File: src/hw/rtl/vwsl_pkg.sv
`timescale 1ns / 1ps
package vwsl_pkg;

    localparam int DATA_W    = 32;
    localparam int PITCH_W   = 31;
    localparam int IDX_W     = 10;
    localparam int SLOT_W    = 3;
    localparam int CNT_W     = 4;
    localparam int LABEL_W   = 4;
    localparam int CFG_IDX_W = 3;

    // centre (2x, units of 2^-16) and split multiplier operand
    localparam int C_W     = 44;
    localparam int C_LO_W  = 22;
    localparam int MB_W    = 23;
    localparam int PROD_W  = DATA_W + MB_W;
    localparam int ACC_W   = 78;
    localparam int OFF_SH  = 17;
    localparam int CMP_W   = 7;
    localparam int GD_W    = 17;

    localparam logic [2:0] K_CENTRE_LAST = 3'd2;
    localparam logic [2:0] K_MUL_LAST    = 3'd5;

    localparam logic [PITCH_W-1:0] PITCH_RST = 31'd65536;
    localparam logic [CNT_W-1:0]   COUNT_RST = 4'd1;

    typedef enum logic [CFG_IDX_W-1:0] {
        CFG_PITCH_X,
        CFG_PITCH_Y,
        CFG_PITCH_Z,
        CFG_ORIGIN_X,
        CFG_ORIGIN_Y,
        CFG_ORIGIN_Z,
        CFG_PLANE_COUNT
    } t_cfg_idx;

    typedef enum logic {
        ACT_LOAD,
        ACT_CLASSIFY
    } t_action;

    typedef enum logic [3:0] {
        MOP_CX,
        MOP_CY,
        MOP_CZ,
        MOP_NX_LO,
        MOP_NX_HI,
        MOP_NY_LO,
        MOP_NY_HI,
        MOP_NZ_LO,
        MOP_NZ_HI
    } t_mop;

    typedef enum logic [3:0] {
        S_IDLE,
        S_CENTRE,
        S_CWAIT,
        S_RD,
        S_MUL,
        S_DRAIN,
        S_EVAL,
        S_SCAN,
        S_DONE
    } t_state;

    typedef struct packed {
        logic                     action;
        logic [SLOT_W-1:0]        plane_slot;
        logic signed [DATA_W-1:0] normal_x;
        logic signed [DATA_W-1:0] normal_y;
        logic signed [DATA_W-1:0] normal_z;
        logic signed [DATA_W-1:0] plane_offset;
        logic [IDX_W-1:0]         voxel_x;
        logic [IDX_W-1:0]         voxel_y;
        logic [IDX_W-1:0]         voxel_z;
    } t_in_req;

    typedef struct packed {
        logic [LABEL_W-1:0] sector_label;
        logic               hit;
    } t_out_req;

    typedef struct packed {
        logic load;
        logic start;
        logic rd;
        logic acc_clr;
        logic mul_en;
        t_mop mop;
        logic eval;
        logic scan;
        logic push;
    } t_cmd;

    typedef struct packed {
        logic go;
    } t_status;

endpackage

File: src/hw/rtl/vwsl_datapath.sv
`timescale 1ns / 1ps
module vwsl_datapath #(
    parameter int MAX_PLANES = 8,
    parameter int GRID_DIM   = 1024,
    localparam int PL_W = (MAX_PLANES > 1) ? $clog2(MAX_PLANES) : 1,
    localparam int EN_W = $clog2(2 * MAX_PLANES),
    localparam int NP_W = $clog2(MAX_PLANES + 1)
) (
    input  logic                               i_clk,
    input  logic                               i_rst_n,
    input  logic                               i_cfg_we,
    input  logic [vwsl_pkg::CFG_IDX_W-1:0]     i_cfg_index,
    input  logic [vwsl_pkg::DATA_W-1:0]        i_cfg_data,
    input  vwsl_pkg::t_in_req                  i_in_req,
    input  vwsl_pkg::t_cmd                     i_cmd,
    input  logic [PL_W-1:0]                    i_plane,
    input  logic [EN_W-1:0]                    i_entry,
    output vwsl_pkg::t_status                  o_status,
    output logic [NP_W-1:0]                    o_n_eff,
    output vwsl_pkg::t_out_req                 o_out_req
);

    localparam int DW = vwsl_pkg::DATA_W;
    localparam int CW = vwsl_pkg::C_W;
    localparam int AW = vwsl_pkg::ACC_W;

    logic [vwsl_pkg::PITCH_W-1:0] r_pitch [3];
    logic signed [DW-1:0]         r_origin [3];
    logic [vwsl_pkg::CNT_W-1:0]   r_count;

    logic signed [DW-1:0] m_nx [MAX_PLANES];
    logic signed [DW-1:0] m_ny [MAX_PLANES];
    logic signed [DW-1:0] m_nz [MAX_PLANES];
    logic signed [DW-1:0] m_d  [MAX_PLANES];
    logic signed [DW-1:0] r_nx, r_ny, r_nz, r_d;

    logic [vwsl_pkg::IDX_W-1:0] r_vidx [3];
    logic                       r_go;
    logic signed [CW-1:0]       r_c [3];

    logic signed [DW-1:0]                 mul_a;
    logic signed [vwsl_pkg::MB_W-1:0]     mul_b;
    logic signed [vwsl_pkg::PROD_W-1:0]   r_prod;
    vwsl_pkg::t_mop                       r_use;
    logic                                 r_use_vld;
    logic signed [AW-1:0]                 r_acc;

    logic signed [AW-1:0] off_ext, v_p, v_m;
    logic [2*MAX_PLANES-1:0] r_pos, r_neg;
    logic [EN_W:0]   hi_idx, total, e_inc;
    logic [EN_W-1:0] e_nxt;
    logic [EN_W-1:0] r_label;
    logic            r_hit;
    logic            slot_ok, in_grid;
    logic [NP_W-1:0] n_eff;
    vwsl_pkg::t_out_req r_out;

    always_ff @(posedge i_clk) begin
        if (!i_rst_n) begin
            r_pitch[0]  <= vwsl_pkg::PITCH_RST;
            r_pitch[1]  <= vwsl_pkg::PITCH_RST;
            r_pitch[2]  <= vwsl_pkg::PITCH_RST;
            r_origin[0] <= '0;
            r_origin[1] <= '0;
            r_origin[2] <= '0;
            r_count     <= vwsl_pkg::COUNT_RST;
        end else if (i_cfg_we) begin
            unique case (vwsl_pkg::t_cfg_idx'(i_cfg_index))
                vwsl_pkg::CFG_PITCH_X:     r_pitch[0]  <= i_cfg_data[vwsl_pkg::PITCH_W-1:0];
                vwsl_pkg::CFG_PITCH_Y:     r_pitch[1]  <= i_cfg_data[vwsl_pkg::PITCH_W-1:0];
                vwsl_pkg::CFG_PITCH_Z:     r_pitch[2]  <= i_cfg_data[vwsl_pkg::PITCH_W-1:0];
                vwsl_pkg::CFG_ORIGIN_X:    r_origin[0] <= i_cfg_data;
                vwsl_pkg::CFG_ORIGIN_Y:    r_origin[1] <= i_cfg_data;
                vwsl_pkg::CFG_ORIGIN_Z:    r_origin[2] <= i_cfg_data;
                vwsl_pkg::CFG_PLANE_COUNT: r_count     <= i_cfg_data[vwsl_pkg::CNT_W-1:0];
                default: ;
            endcase
        end
    end

    assign n_eff = (vwsl_pkg::CMP_W'(r_count) > vwsl_pkg::CMP_W'(MAX_PLANES)) ?
                   NP_W'(MAX_PLANES) : NP_W'(r_count);
    assign o_n_eff = n_eff;

    // plane table
    assign slot_ok = vwsl_pkg::CMP_W'(i_in_req.plane_slot) < vwsl_pkg::CMP_W'(MAX_PLANES);

    always_ff @(posedge i_clk) begin
        if (i_cmd.load && slot_ok) begin
            m_nx[PL_W'(i_in_req.plane_slot)] <= i_in_req.normal_x;
            m_ny[PL_W'(i_in_req.plane_slot)] <= i_in_req.normal_y;
            m_nz[PL_W'(i_in_req.plane_slot)] <= i_in_req.normal_z;
            m_d[PL_W'(i_in_req.plane_slot)]  <= i_in_req.plane_offset;
        end
        if (i_cmd.rd) begin
            r_nx <= m_nx[i_plane];
            r_ny <= m_ny[i_plane];
            r_nz <= m_nz[i_plane];
            r_d  <= m_d[i_plane];
        end
    end

    // voxel capture
    assign in_grid = (vwsl_pkg::GD_W'(i_in_req.voxel_x) < vwsl_pkg::GD_W'(GRID_DIM)) &&
                     (vwsl_pkg::GD_W'(i_in_req.voxel_y) < vwsl_pkg::GD_W'(GRID_DIM)) &&
                     (vwsl_pkg::GD_W'(i_in_req.voxel_z) < vwsl_pkg::GD_W'(GRID_DIM));

    always_ff @(posedge i_clk) begin
        if (i_cmd.start) begin
            r_vidx[0] <= i_in_req.voxel_x;
            r_vidx[1] <= i_in_req.voxel_y;
            r_vidx[2] <= i_in_req.voxel_z;
        end
    end

    always_ff @(posedge i_clk) begin
        if (!i_rst_n) begin
            r_go <= 1'b0;
        end else if (i_cmd.start) begin
            r_go <= in_grid && (n_eff != '0);
        end
    end

    assign o_status.go = r_go;

    // shared multiplier, one product per cycle
    always_comb begin
        mul_a = '0;
        mul_b = '0;
        case (i_cmd.mop)
            vwsl_pkg::MOP_CX: begin
                mul_a = {1'b0, r_pitch[0]};
                mul_b = {12'b0, r_vidx[0], 1'b1};
            end
            vwsl_pkg::MOP_CY: begin
                mul_a = {1'b0, r_pitch[1]};
                mul_b = {12'b0, r_vidx[1], 1'b1};
            end
            vwsl_pkg::MOP_CZ: begin
                mul_a = {1'b0, r_pitch[2]};
                mul_b = {12'b0, r_vidx[2], 1'b1};
            end
            vwsl_pkg::MOP_NX_LO: begin
                mul_a = r_nx;
                mul_b = {1'b0, r_c[0][vwsl_pkg::C_LO_W-1:0]};
            end
            vwsl_pkg::MOP_NX_HI: begin
                mul_a = r_nx;
                mul_b = {r_c[0][CW-1], r_c[0][CW-1:vwsl_pkg::C_LO_W]};
            end
            vwsl_pkg::MOP_NY_LO: begin
                mul_a = r_ny;
                mul_b = {1'b0, r_c[1][vwsl_pkg::C_LO_W-1:0]};
            end
            vwsl_pkg::MOP_NY_HI: begin
                mul_a = r_ny;
                mul_b = {r_c[1][CW-1], r_c[1][CW-1:vwsl_pkg::C_LO_W]};
            end
            vwsl_pkg::MOP_NZ_LO: begin
                mul_a = r_nz;
                mul_b = {1'b0, r_c[2][vwsl_pkg::C_LO_W-1:0]};
            end
            vwsl_pkg::MOP_NZ_HI: begin
                mul_a = r_nz;
                mul_b = {r_c[2][CW-1], r_c[2][CW-1:vwsl_pkg::C_LO_W]};
            end
            default: ;
        endcase
    end

    always_ff @(posedge i_clk) begin
        if (i_cmd.mul_en) begin
            r_prod <= mul_a * mul_b;
            r_use  <= i_cmd.mop;
        end
    end

    always_ff @(posedge i_clk) begin
        if (!i_rst_n) begin
            r_use_vld <= 1'b0;
        end else begin
            r_use_vld <= i_cmd.mul_en;
        end
    end

    // product consumer: centre write or dot accumulate
    always_ff @(posedge i_clk) begin
        if (i_cmd.acc_clr) begin
            r_acc <= '0;
        end else if (r_use_vld) begin
            case (r_use) inside
                vwsl_pkg::MOP_CX:
                    r_c[0] <= r_prod[CW-1:0] +
                              {{(CW-DW-1){r_origin[0][DW-1]}}, r_origin[0], 1'b0};
                vwsl_pkg::MOP_CY:
                    r_c[1] <= r_prod[CW-1:0] +
                              {{(CW-DW-1){r_origin[1][DW-1]}}, r_origin[1], 1'b0};
                vwsl_pkg::MOP_CZ:
                    r_c[2] <= r_prod[CW-1:0] +
                              {{(CW-DW-1){r_origin[2][DW-1]}}, r_origin[2], 1'b0};
                vwsl_pkg::MOP_NX_LO, vwsl_pkg::MOP_NY_LO, vwsl_pkg::MOP_NZ_LO:
                    r_acc <= r_acc + AW'(r_prod);
                vwsl_pkg::MOP_NX_HI, vwsl_pkg::MOP_NY_HI, vwsl_pkg::MOP_NZ_HI:
                    r_acc <= r_acc + (AW'(r_prod) <<< vwsl_pkg::C_LO_W);
                default: ;
            endcase
        end
    end

    // sign of entry and its mirror
    assign off_ext = AW'($signed({r_d, {vwsl_pkg::OFF_SH{1'b0}}}));
    assign v_p     = off_ext + r_acc;
    assign v_m     = off_ext - r_acc;
    assign hi_idx  = (EN_W+1)'(i_plane) + (EN_W+1)'(n_eff);

    always_ff @(posedge i_clk) begin
        if (i_cmd.eval) begin
            r_pos[EN_W'(i_plane)]    <= !v_p[AW-1] && (v_p != '0);
            r_neg[EN_W'(i_plane)]    <= v_p[AW-1];
            r_pos[hi_idx[EN_W-1:0]]  <= !v_m[AW-1] && (v_m != '0);
            r_neg[hi_idx[EN_W-1:0]]  <= v_m[AW-1];
        end
    end

    // sector scan, one entry per cycle
    assign total = (EN_W+1)'(n_eff) << 1;
    assign e_inc = (EN_W+1)'(i_entry) + 1'b1;
    assign e_nxt = (e_inc == total) ? '0 : e_inc[EN_W-1:0];

    always_ff @(posedge i_clk) begin
        if (!i_rst_n) begin
            r_hit   <= 1'b0;
            r_label <= '0;
        end else if (i_cmd.start) begin
            r_hit   <= 1'b0;
            r_label <= '0;
        end else if (i_cmd.scan && r_pos[i_entry] && r_neg[e_nxt]) begin
            r_hit   <= 1'b1;
            r_label <= i_entry;
        end
    end

    always_ff @(posedge i_clk) begin
        if (i_cmd.push) begin
            r_out.sector_label <= vwsl_pkg::LABEL_W'(r_label);
            r_out.hit          <= r_hit;
        end
    end

    assign o_out_req = r_out;

endmodule

File: src/hw/rtl/vwsl_ctrl.sv
`timescale 1ns / 1ps
module vwsl_ctrl #(
    parameter int MAX_PLANES = 8,
    localparam int PL_W = (MAX_PLANES > 1) ? $clog2(MAX_PLANES) : 1,
    localparam int EN_W = $clog2(2 * MAX_PLANES),
    localparam int NP_W = $clog2(MAX_PLANES + 1)
) (
    input  logic              i_clk,
    input  logic              i_rst_n,
    input  logic              i_in_valid,
    input  logic              i_in_action,
    output logic              o_in_stall,
    input  logic              i_out_stall,
    output logic              o_out_valid,
    input  vwsl_pkg::t_status i_status,
    input  logic [NP_W-1:0]   i_n_eff,
    output vwsl_pkg::t_cmd    o_cmd,
    output logic [PL_W-1:0]   o_plane,
    output logic [EN_W-1:0]   o_entry
);

    vwsl_pkg::t_state r_state, n_state;
    logic [2:0]       r_k, n_k;
    logic [PL_W-1:0]  r_pl, n_pl;
    logic [EN_W-1:0]  r_e, n_e;
    logic             r_out_vld, n_out_vld;
    logic             accept, out_free;
    logic [EN_W:0]    total;

    assign accept   = i_in_valid && (r_state == vwsl_pkg::S_IDLE);
    assign out_free = !r_out_vld || !i_out_stall;
    assign total    = (EN_W+1)'(i_n_eff) << 1;

    always_ff @(posedge i_clk) begin
        if (!i_rst_n) begin
            r_state   <= vwsl_pkg::S_IDLE;
            r_k       <= '0;
            r_pl      <= '0;
            r_e       <= '0;
            r_out_vld <= 1'b0;
        end else begin
            r_state   <= n_state;
            r_k       <= n_k;
            r_pl      <= n_pl;
            r_e       <= n_e;
            r_out_vld <= n_out_vld;
        end
    end

    always_comb begin
        n_state   = r_state;
        n_k       = r_k;
        n_pl      = r_pl;
        n_e       = r_e;
        n_out_vld = (r_out_vld && i_out_stall) ? 1'b1 : 1'b0;
        unique case (r_state)
            vwsl_pkg::S_IDLE: begin
                if (accept && (i_in_action == vwsl_pkg::ACT_CLASSIFY)) begin
                    n_state = vwsl_pkg::S_CENTRE;
                    n_k     = '0;
                end
            end
            vwsl_pkg::S_CENTRE: begin
                n_k = r_k + 3'd1;
                if (r_k == vwsl_pkg::K_CENTRE_LAST) begin
                    n_state = vwsl_pkg::S_CWAIT;
                end
            end
            vwsl_pkg::S_CWAIT: begin
                n_pl    = '0;
                n_state = i_status.go ? vwsl_pkg::S_RD : vwsl_pkg::S_DONE;
            end
            vwsl_pkg::S_RD: begin
                n_k     = '0;
                n_state = vwsl_pkg::S_MUL;
            end
            vwsl_pkg::S_MUL: begin
                n_k = r_k + 3'd1;
                if (r_k == vwsl_pkg::K_MUL_LAST) begin
                    n_state = vwsl_pkg::S_DRAIN;
                end
            end
            vwsl_pkg::S_DRAIN: begin
                n_state = vwsl_pkg::S_EVAL;
            end
            vwsl_pkg::S_EVAL: begin
                if (NP_W'(r_pl) + 1'b1 == i_n_eff) begin
                    n_e     = '0;
                    n_state = vwsl_pkg::S_SCAN;
                end else begin
                    n_pl    = r_pl + 1'b1;
                    n_state = vwsl_pkg::S_RD;
                end
            end
            vwsl_pkg::S_SCAN: begin
                if ((EN_W+1)'(r_e) + 1'b1 == total) begin
                    n_state = vwsl_pkg::S_DONE;
                end else begin
                    n_e = r_e + 1'b1;
                end
            end
            vwsl_pkg::S_DONE: begin
                if (out_free) begin
                    n_out_vld = 1'b1;
                    n_state   = vwsl_pkg::S_IDLE;
                end
            end
            default: n_state = vwsl_pkg::S_IDLE;
        endcase
    end

    always_comb begin
        o_cmd         = '0;
        o_cmd.mop     = vwsl_pkg::MOP_CX;
        o_in_stall    = 1'b1;
        unique case (r_state)
            vwsl_pkg::S_IDLE: begin
                o_in_stall  = 1'b0;
                o_cmd.load  = accept && (i_in_action == vwsl_pkg::ACT_LOAD);
                o_cmd.start = accept && (i_in_action == vwsl_pkg::ACT_CLASSIFY);
            end
            vwsl_pkg::S_CENTRE: begin
                o_cmd.mul_en = 1'b1;
                case (r_k)
                    3'd0:    o_cmd.mop = vwsl_pkg::MOP_CX;
                    3'd1:    o_cmd.mop = vwsl_pkg::MOP_CY;
                    default: o_cmd.mop = vwsl_pkg::MOP_CZ;
                endcase
            end
            vwsl_pkg::S_CWAIT: ;
            vwsl_pkg::S_RD: begin
                o_cmd.rd      = 1'b1;
                o_cmd.acc_clr = 1'b1;
            end
            vwsl_pkg::S_MUL: begin
                o_cmd.mul_en = 1'b1;
                case (r_k)
                    3'd0:    o_cmd.mop = vwsl_pkg::MOP_NX_LO;
                    3'd1:    o_cmd.mop = vwsl_pkg::MOP_NX_HI;
                    3'd2:    o_cmd.mop = vwsl_pkg::MOP_NY_LO;
                    3'd3:    o_cmd.mop = vwsl_pkg::MOP_NY_HI;
                    3'd4:    o_cmd.mop = vwsl_pkg::MOP_NZ_LO;
                    default: o_cmd.mop = vwsl_pkg::MOP_NZ_HI;
                endcase
            end
            vwsl_pkg::S_DRAIN: ;
            vwsl_pkg::S_EVAL:  o_cmd.eval = 1'b1;
            vwsl_pkg::S_SCAN:  o_cmd.scan = 1'b1;
            vwsl_pkg::S_DONE:  o_cmd.push = out_free;
            default: ;
        endcase
    end

    assign o_plane     = r_pl;
    assign o_entry     = r_e;
    assign o_out_valid = r_out_vld;

endmodule

File: src/hw/rtl/voxel_wedge_sector_labeler.sv
`timescale 1ns / 1ps
// Channel   Direction  Handshake                 Payload
// in        input      i_in_valid / o_in_stall   i_in_req  (vwsl_pkg::t_in_req)
// out       output     o_out_valid / i_out_stall o_out_req (vwsl_pkg::t_out_req)
// cfg       input      i_cfg_we                  i_cfg_index, i_cfg_data
//
// A load request does not hold off the input. A classify request has one shared
// 32x23 multiplier do three centre products; for a voxel inside the grid (N
// planes in use, N > 0) it then does six partial dot products per plane and scans
// the extended entries for the sector, one per cycle, else it goes to the result.
// Reset is synchronous, active low; the plane table holds no reset value.
// A finished result sits in the output register while the next request is taken.

module voxel_wedge_sector_labeler #(
    parameter int MAX_PLANES = 8,
    parameter int GRID_DIM   = 1024
) (
    input  logic                            i_clk,
    input  logic                            i_rst_n,
    input  logic                            i_in_valid,
    output logic                            o_in_stall,
    input  vwsl_pkg::t_in_req               i_in_req,
    output logic                            o_out_valid,
    input  logic                            i_out_stall,
    output vwsl_pkg::t_out_req              o_out_req,
    input  logic                            i_cfg_we,
    input  logic [vwsl_pkg::CFG_IDX_W-1:0]  i_cfg_index,
    input  logic [vwsl_pkg::DATA_W-1:0]     i_cfg_data
);

    localparam int PL_W = (MAX_PLANES > 1) ? $clog2(MAX_PLANES) : 1;
    localparam int EN_W = $clog2(2 * MAX_PLANES);
    localparam int NP_W = $clog2(MAX_PLANES + 1);

    vwsl_pkg::t_cmd    cmd;
    vwsl_pkg::t_status status;
    logic [PL_W-1:0]   plane;
    logic [EN_W-1:0]   entry;
    logic [NP_W-1:0]   n_eff;

    vwsl_ctrl #(
        .MAX_PLANES (MAX_PLANES)
    ) u_ctrl (
        .i_clk       (i_clk),
        .i_rst_n     (i_rst_n),
        .i_in_valid  (i_in_valid),
        .i_in_action (i_in_req.action),
        .o_in_stall  (o_in_stall),
        .i_out_stall (i_out_stall),
        .o_out_valid (o_out_valid),
        .i_status    (status),
        .i_n_eff     (n_eff),
        .o_cmd       (cmd),
        .o_plane     (plane),
        .o_entry     (entry)
    );

    vwsl_datapath #(
        .MAX_PLANES (MAX_PLANES),
        .GRID_DIM   (GRID_DIM)
    ) u_datapath (
        .i_clk       (i_clk),
        .i_rst_n     (i_rst_n),
        .i_cfg_we    (i_cfg_we),
        .i_cfg_index (i_cfg_index),
        .i_cfg_data  (i_cfg_data),
        .i_in_req    (i_in_req),
        .i_cmd       (cmd),
        .i_plane     (plane),
        .i_entry     (entry),
        .o_status    (status),
        .o_n_eff     (n_eff),
        .o_out_req   (o_out_req)
    );

    a_nohit_label_zero: assert property (@(posedge i_clk) disable iff (!i_rst_n)
        (o_out_valid && !o_out_req.hit) |-> (o_out_req.sector_label == '0))
        else $error("miss result carries a nonzero label");

    a_classify_busy: assert property (@(posedge i_clk) disable iff (!i_rst_n)
        (i_in_valid && !o_in_stall && (i_in_req.action == vwsl_pkg::ACT_CLASSIFY))
        |=> o_in_stall)
        else $error("classify request did not hold off the input");

    a_push_no_overwrite: assert property (@(posedge i_clk) disable iff (!i_rst_n)
        cmd.push |-> (!o_out_valid || !i_out_stall))
        else $error("result pushed over a stalled output");

    a_push_shows: assert property (@(posedge i_clk) disable iff (!i_rst_n)
        cmd.push |=> o_out_valid)
        else $error("pushed result not presented");

endmodule

File: config.mk
export PLATFORM = sky130hd
export DESIGN_NAME = voxel_wedge_sector_labeler
export DESIGN_NICKNAME = d
export VERILOG_FILES = /design/src/hw/rtl/vwsl_pkg.sv /design/src/hw/rtl/vwsl_datapath.sv /design/src/hw/rtl/vwsl_ctrl.sv /design/src/hw/rtl/voxel_wedge_sector_labeler.sv
export SDC_FILE = /design/constraint.sdc
export NUM_CORES = 2
export LEC_CHECK = 0
export BUFFER_PORTS_ARGS = -buffer_cell sky130_fd_sc_hd__buf_4
export CAP_MARGIN = 20
export CELL_PAD_IN_SITES_DETAIL_PLACEMENT = 1
export CELL_PAD_IN_SITES_GLOBAL_PLACEMENT = 2
export CORE_ASPECT_RATIO = 0.9
export CORE_UTILIZATION = 44
export CTS_CLUSTER_SIZE = 8
export DETAILED_ROUTE_END_ITERATION = 16
export GPL_TIMING_DRIVEN = 0
export PLACE_DENSITY_LB_ADDON = 0.1
export SETUP_SLACK_MARGIN = 0.2
export SLEW_MARGIN = 40
export SYNTH_ARGS = -nofsm -noshare
export SYNTH_HDL_FRONTEND = slang
export SYNTH_SLANG_ARGS = --single-unit
File: constraint.sdc
create_clock -name i_clk -period 14 [get_ports i_clk]
set_clock_uncertainty 0.2 [all_clocks]
set_input_delay 2.1 -clock i_clk [delete_from_list [all_inputs] [get_ports i_clk]]
set_output_delay 2.1 -clock i_clk [all_outputs]
set_load 0.02 [all_outputs]
# Yosys cells after proc, flatten, opt, wreduce, memory -nomap -nowiden
# Memory sizes are Yosys's and may differ from the RTL's. A register that Yosys moved wholly into a read port is not among the register bits.
# Index checks and enable logic that the tools add are counted.
dict set report totals {
  output_inout_bits 7
  ff_bits 200
  word_cells 245
  ram_bits 1375
  memories 8
}
dict set report op_classes {
  order_cmp 7
  n_reduce_logical 42
  bitwise 11
  n_eq_ne 45
  n_mux 101
  n_addsub 13
  multipliers 1
}
# memory depth width rd rd_ports_with_merged_regs wr line_no
set memory_table {}
lappend memory_table {u_datapath.m_d 8 32 1 1 1 vwsl_datapath.sv:34} ;# logic signed [DW-1:0] m_d [MAX_PLANES];
lappend memory_table {u_datapath.m_nx 8 32 1 1 1 vwsl_datapath.sv:31} ;# logic signed [DW-1:0] m_nx [MAX_PLANES];
lappend memory_table {u_datapath.m_ny 8 32 1 1 1 vwsl_datapath.sv:32} ;# logic signed [DW-1:0] m_ny [MAX_PLANES];
lappend memory_table {u_datapath.m_nz 8 32 1 1 1 vwsl_datapath.sv:33} ;# logic signed [DW-1:0] m_nz [MAX_PLANES];
lappend memory_table {u_datapath.r_c 3 44 3 0 1 vwsl_datapath.sv:39} ;# logic signed [CW-1:0] r_c [3];
lappend memory_table {u_datapath.r_origin 3 32 3 0 3 vwsl_datapath.sv:28} ;# logic signed [DW-1:0] r_origin [3];
lappend memory_table {{+2 memories} -- -- -- -- -- --}
# cell n
set op_table {}
lappend op_table {{$pmux W23 S9} 1}
lappend op_table {{$pmux W32 S6} 1}
lappend op_table {{$mux W78} 2}
lappend op_table {{$reduce_bool A78 Y1} 2}
lappend op_table {{$add A44 B44 Y44} 3}
lappend op_table {{$mux W32} 3}
lappend op_table {{$mux W31} 3}
lappend op_table {{$mux W44} 2}
lappend op_table {{$reduce_or A44 Y1} 2}
lappend op_table {{$add A49 B78 Y78} 1}
lappend op_table {{$add A78 B55 Y78} 1}
lappend op_table {{$add A78 B77 Y78} 1}
lappend op_table {{$sub A49 B78 Y78} 1}
lappend op_table {{$bwmux W16} 4}
lappend op_table {{$mux W1} 57}
lappend op_table {{$mul A32 B23 Y55} 1}
lappend op_table {{$eq A4 B3 Y1 const B} 12}
lappend op_table {{$mux W4} 10}
lappend op_table {{$pmux W4 S9} 1}
lappend op_table {{$eq A4 B2 Y1 const B} 6}
lappend op_table {{$pmux W4 S5} 1}
lappend op_table {{$eq A3 B3 Y1 const B} 5}
lappend op_table {{$lt A4 B5 Y1 const B} 3}
lappend op_table {{$eq A3 B2 Y1 const B} 4}
lappend op_table {{other kinds (41)} 93}

# Logic depth before layout (Yosys ltp)
dict set report depth {
  word_depth 9
  mapped_depth 45
  mapped_depth_nobuf 42
}

# Modules after synthesis
# A second synthesis with hierarchy kept.
dict set report unflattened {
  hier_cells 9871
  area_unflattened_um2 109613.9
}
# module area_each_um2 instances cells_each
set by_module_without_submodules {}
lappend by_module_without_submodules {vwsl_datapath 108452.8 1 9720}
lappend by_module_without_submodules {vwsl_ctrl 1161.1 1 151}

# Least setup slack after synthesis
# OpenSTA, ideal clock, no wires.
dict set report synth_timing {
  kind {input-to-reg}
  startpoint {in i_in_req[161] (netlist name)}
  endpoint {mem u_datapath.m_d[0][0] (netlist name), enable pin}
  slack_ns 1.851
  t_arrival_ns 11.175
  path_stages 2
  setup_ns 0.774
  path_cell_list {or3_1 nor3_1}
}
dict set report synth_between {
  elab_chain_len 5
}
# element line_no
set synth_rtl {}
lappend synth_rtl {{from (decl)} voxel_wedge_sector_labeler.sv:22} ;# input vwsl_pkg::t_in_req i_in_req,
lappend synth_rtl {{$not A1 Y1} vwsl_ctrl.sv:119} ;# o_cmd.load = accept && (i_in_action == vwsl_pkg::ACT_LOAD);
lappend synth_rtl {{$logic_and A1 B1 Y1} vwsl_ctrl.sv:119}
lappend synth_rtl {{$mux W2} vwsl_ctrl.sv:116} ;# unique case (r_state)
lappend synth_rtl {{$mux W1} vwsl_datapath.sv:89} ;# if (i_cmd.load && slot_ok) begin
lappend synth_rtl {{$mux W1 (not written as such)} vwsl_datapath.sv:93} ;# m_d[PL_W'(i_in_req.plane_slot)] <= i_in_req.plane_offset;
lappend synth_rtl {{to (decl)} vwsl_datapath.sv:34}
# No other way between the ends.

# Worst setup path after layout
dict set report layout_timing {
  startpoint {reg u_ctrl.r_state[1]}
  endpoint {reg u_datapath.r_prod[54] (netlist name) (data pin)}
}
dict set report layout_between {
  elab_chain_len 6
  word_cells_on_any_way 18
  classes_between {mul (1); eq/ne (10); mux (3); reduce/logical (4)}
}
# element line_no
set layout_rtl {}
lappend layout_rtl {{from (decl)} vwsl_ctrl.sv:22} ;# vwsl_pkg::t_state r_state, n_state;
lappend layout_rtl {{from (signal assigned)} vwsl_ctrl.sv:36} ;# r_state <= vwsl_pkg::S_IDLE;
lappend layout_rtl {{from (signal assigned)} vwsl_ctrl.sv:42} ;# r_state <= n_state;
lappend layout_rtl {{$eq A4 B3 Y1 or $eq A4 B1 Y1 (tied branches)} vwsl_ctrl.sv:116}
lappend layout_rtl {{$pmux W5 S2 *} vwsl_ctrl.sv:116}
lappend layout_rtl {{$eq A4 B3 Y1, or another cell as far along} vwsl_datapath.sv:130} ;# case (i_cmd.mop)
lappend layout_rtl {{$reduce_or A2 Y1 (no source line)} --}
lappend layout_rtl {{$pmux W32 S6} vwsl_datapath.sv:130}
lappend layout_rtl {{$mul A32 B23 Y55 *} vwsl_datapath.sv:173} ;# r_prod <= mul_a * mul_b;
lappend layout_rtl {{to (signal assigned)} vwsl_datapath.sv:173}
lappend layout_rtl {{to (decl)} vwsl_datapath.sv:43} ;# logic signed [vwsl_pkg::PROD_W-1:0] r_prod;
# Mark *: on every way between the ends. The rest lies on a longest branch, timed or not.
# A chain may end at the register's enable or synchronous reset.

==> results.md <==
STA:
- Timing would allow up to 0.07428 GHz.
- The worst pin sits at a relative slew slack of 34.01%.
- The final-report setup violation count is 0.
- The final sum of negative setup slack is 0 ns.
- The part of the cycle the worst path needs is 96.16%.
- For the pin with the worst max-slew slack, the measured transition is 0.9899 ns.
- The final critical delay including setup and external delays is 13.46 ns.
- The number of endpoints with negative hold slack in the final report is 0.
- Setup repair after global routing left no endpoint under its margin.
- The total count of max-transition violations in the final report is 0.

Logic synthesis:
- The cell type contributing the most total cell area after synthesis is edfxtp_1.
- The number of storage elements in the synthesis netlist is 1,703.
- Ranked by instance count, the synthesized netlist is headed by edfxtp_1 (1,599), inv_1 (1,110), nand2_1 (867).
- The flip-flop cell with the highest count after synthesis is edfxtp_1.
- Yosys attributes the largest share of cell area to edfxtp_1 (45%), fa_1 (14%), ha_1 (6.1%).
- Summing the sequential cell areas from Yosys gives 46.51% of the chip area.
- The synthesized area per cell is 11.20 sq um.
- After synthesis, the share of flip-flops with an asynchronous set or reset is 0%.
- The number of warnings reported in the yosys synthesis log is 0.
- When the netlist entered floorplanning its net count stood at 11,105.
- The count of unique library cells instantiated by Yosys is 100.
- The count of flip-flops with a built-in enable after synthesis is 1,599.
- The area share of the largest cell type after synthesis is 44.58%.
- The cell area that synthesis handed to floorplanning was 107,700 sq um.
- Counting every instance in the synthesized netlist gives 9,613.
- The most frequent cell after synthesis is edfxtp_1.

Critical path:
- The worst endpoint required time is 14.37 ns.
- The worst register-to-register path has a depth of 38.
- The longest individual stage delay on the worst path is 0.65 ns.
- The launch point of the worst reg-to-reg path is u_ctrl.r_state[1].
- The arrival time of the worst setup path is 13.84 ns.
- The category of the critical setup timing path is reg2reg.
- Counting stages on the worst path, the most repeated cell is fa_1.
- In this run the critical register-to-register path is captured at u_datapath.r_prod[54].
- The most critical setup path has its startpoint at u_ctrl.r_state[1].
- The reg2reg setup slack is 0.54 ns.
- The maximum fanout along the worst path is 10.
- The slowest cell on the critical path is a311oi_1.
- The startpoint class of the critical path is a flop.
- STA classifies the critical path endpoint as a flop.

Layout:
- In the final layout, the share of cells above drive strength 1 is 9.977%.
- The number of nets in the layout is 11,800.
- In the final layout, flip-flops and latches occupy 50,100 sq um.
- The number of filler cells placed in the layout is 25,462.
- The area added between synthesis and finish is 14.62%.
- The multi-input combinational cells in the finished layout cover a total of 52,180 sq um.

Clock tree:
- Clock latency on the worst-skew pair, taken at its later pin, is 0.96 ns.
- The clock tree synthesis step divided the H-tree into 4 levels.
- The worst-case clock buffer depth is 4.
- TritonCTS built the clock tree.
- The cell at the root of the clock tree is clkbuf_16.
- Clock-pin slew was measured on the worst setup and hold paths at 0.05 ns.
- The total CTS buffers is 241.
- The TritonCTS sink count is 1,703.

GRT:
- Entering global routing, the biggest net connects 49 pins.
- For met3 alone, demand over resource in global routing was 7.774%.
- The number of antenna violations at the first check in global routing came to 63.
- The global route total overflow is 0.
- The met1 global-route usage is 51.00%.
- The first global-routing pass estimated 648.2 mm of wire.
- The fraction of met2 tracks used by global routing is 56.94%.
- The global router's overall resource usage is 37.23%.
- The global routing stage identified its most utilized layer as met2.
- The via count of the first global-routing pass is 86,546.

Floorplan:
- The core area is 242,200 sq um.
- The full die area is 246,800 sq um.
- The initial core utilization is 44.47%.
- The I/O pin total is 209.
- The floorplan has 171 rows.
- From left edge to right edge, the die measures 523.5 um.
- The floorplan die height is 471.4 um.

Outcome:
- The run finished with clean final reports.

Route:
- The number of search-and-repair iterations in the first detailed-routing pass is 7.
- For this run, design rule violations remaining after detail routing come to 0.
- The DRC violation total after the first TritonRoute iteration is 9,393.
- The detailed router placed 83,945 vias in this run.
- The number of nets still failing antenna checks after routing is 0.
- After detailed routing, the total wire length is 461.5 mm.
- Dividing the detail-routed via count by the number of cells gives 6.177.
- In the final routed layout, each cell accounts on average for 33.96 um.

Min path:
- The worst hold endpoint is u_datapath.o_out_req[1].
- The tightest min-delay check is of the reg2reg type.
- In this run the most critical hold path is launched from u_datapath.r_label[0].
- The worst hold path was traced through 0 stages.

Flow run:
- The number of violations of the max-capacitance limit is 0.

Placement:
- Routability-driven placement finished with a final weighted congestion of 1.001.
- The number of buffers inserted by port buffering is 208.
- After legalization and detailed placement, the total HPWL measured 364.4 mm.
==> through the flow <==
stage               worst slack [ns]  cells  hold WS [ns]  area, sq um  util (%)
finish                        0.5371  13590        0.2373       123500     50.97
global route                  0.1921  13569        0.2523       123400     50.95
CTS                           0.1602  13552        0.2335       123200     50.87
detailed placement           -0.9144  13252        0.2213       116800     48.21
global placement              -8.680  13021        0.2267       113300     46.77
floorplan                      1.851   9613        0.2076       107700         -
==> cell usage in the layout (no fill, tap or decap), types with 48 or more instances in the layout <==
master     instances
a211oi_1          84
a21o_1           189
a21oi_1          548
a222oi_1          48
a22oi_1          527
and2_1           129
buf_4            307
clkbuf_1         286
clkbuf_16        242
clkbuf_2         184
dfxtp_1          104
edfxtp_1        1599
fa_1             761
ha_1             529
inv_1           1107
nand2_1          865
nand2b_1          87
nand3_1           89
nand4_1          216
nor2_1           692
nor2b_1           82
nor3_1            93
o21a_1            50
o21ai_0          282
o21bai_1          77
xnor2_1          229
xor2_1            97
==> sequential cells by signal, summed over array words and instances, names as in the netlist, 55 cells and up <==
signal / count
u_datapath.m_d: 256
u_datapath.m_nx: 256
u_datapath.m_ny: 256
u_datapath.m_nz: 256
u_datapath.r_acc: 78
u_datapath.r_c: 132
u_datapath.r_origin: 96
u_datapath.r_pitch: 93
u_datapath.r_prod: 55
==> area by class of cell <==
type / count / share of cell area, %
tap: 3200 / 3.243
timing repair buffer: 455 / 3.748
clock inverter: 9 / 0.1115
clock buffer: 290 / 5.068
sequential: 1703 / 40.58
antenna: 26 / 0.05270
buffer: 437 / 1.529
multi-input combinational: 6355 / 42.27
inverter: 1115 / 3.396
==> per-layer routing <==
layer,wire [um],share of wire [%]
met1,191400,41
met2,204600,44
met3,41870,9.1
met4,23310,5.1
met5,332,0.072
==> critical path, delay by kind of cell, from the launching register on <==
kind,cells,cell delay (ns)
xor gates and xnor gates,1,0.46
AOI/OAI and AO/OA,9,3.23
DFF,1,0.33
and+or+nand+nor,10,2.88
adders and majority gates,8,4.01
buffers and inverters,10,1.98
==> how the worst max path moves through the flow <==
| stage | endpoint | depth (start not counted) |
|---|---|---|
| after floorplan | u_datapath.m_d[0][0] | 2 |
| after detailed placement | u_datapath.r_prod[51] | 41 |
| after global placement | u_datapath.m_nx[0][11] | 3 |
| after CTS | u_datapath.r_prod[51] | 43 |
| final | u_datapath.r_prod[54] | 38 |
| after global routing | u_datapath.r_prod[51] | 41 |
==> cells by family after synthesis <==
logic type,share of synthesized area (%)
buffers and inverters,5.433
adder cells (fa/ha/maj),20.29
XOR/XNOR,2.666
AO/OA/AOI/OAI,13.72
flip-flops,46.51
AND/OR/NAND/NOR,10.89
multiplexers,0.4867
==> what timing repair did <==
item / in CTS / in global routing
setup buffers: 2 / 9
hold buffers: 0 / 0
endpoints found under the setup margin: 20 / 13
pin swaps: 1 / 6
gates resized for setup: 17 / 31
Power is left out: the tool's default activity adds up to more than one toggle a clock period on the data nets, which glitch-free logic cannot reach.
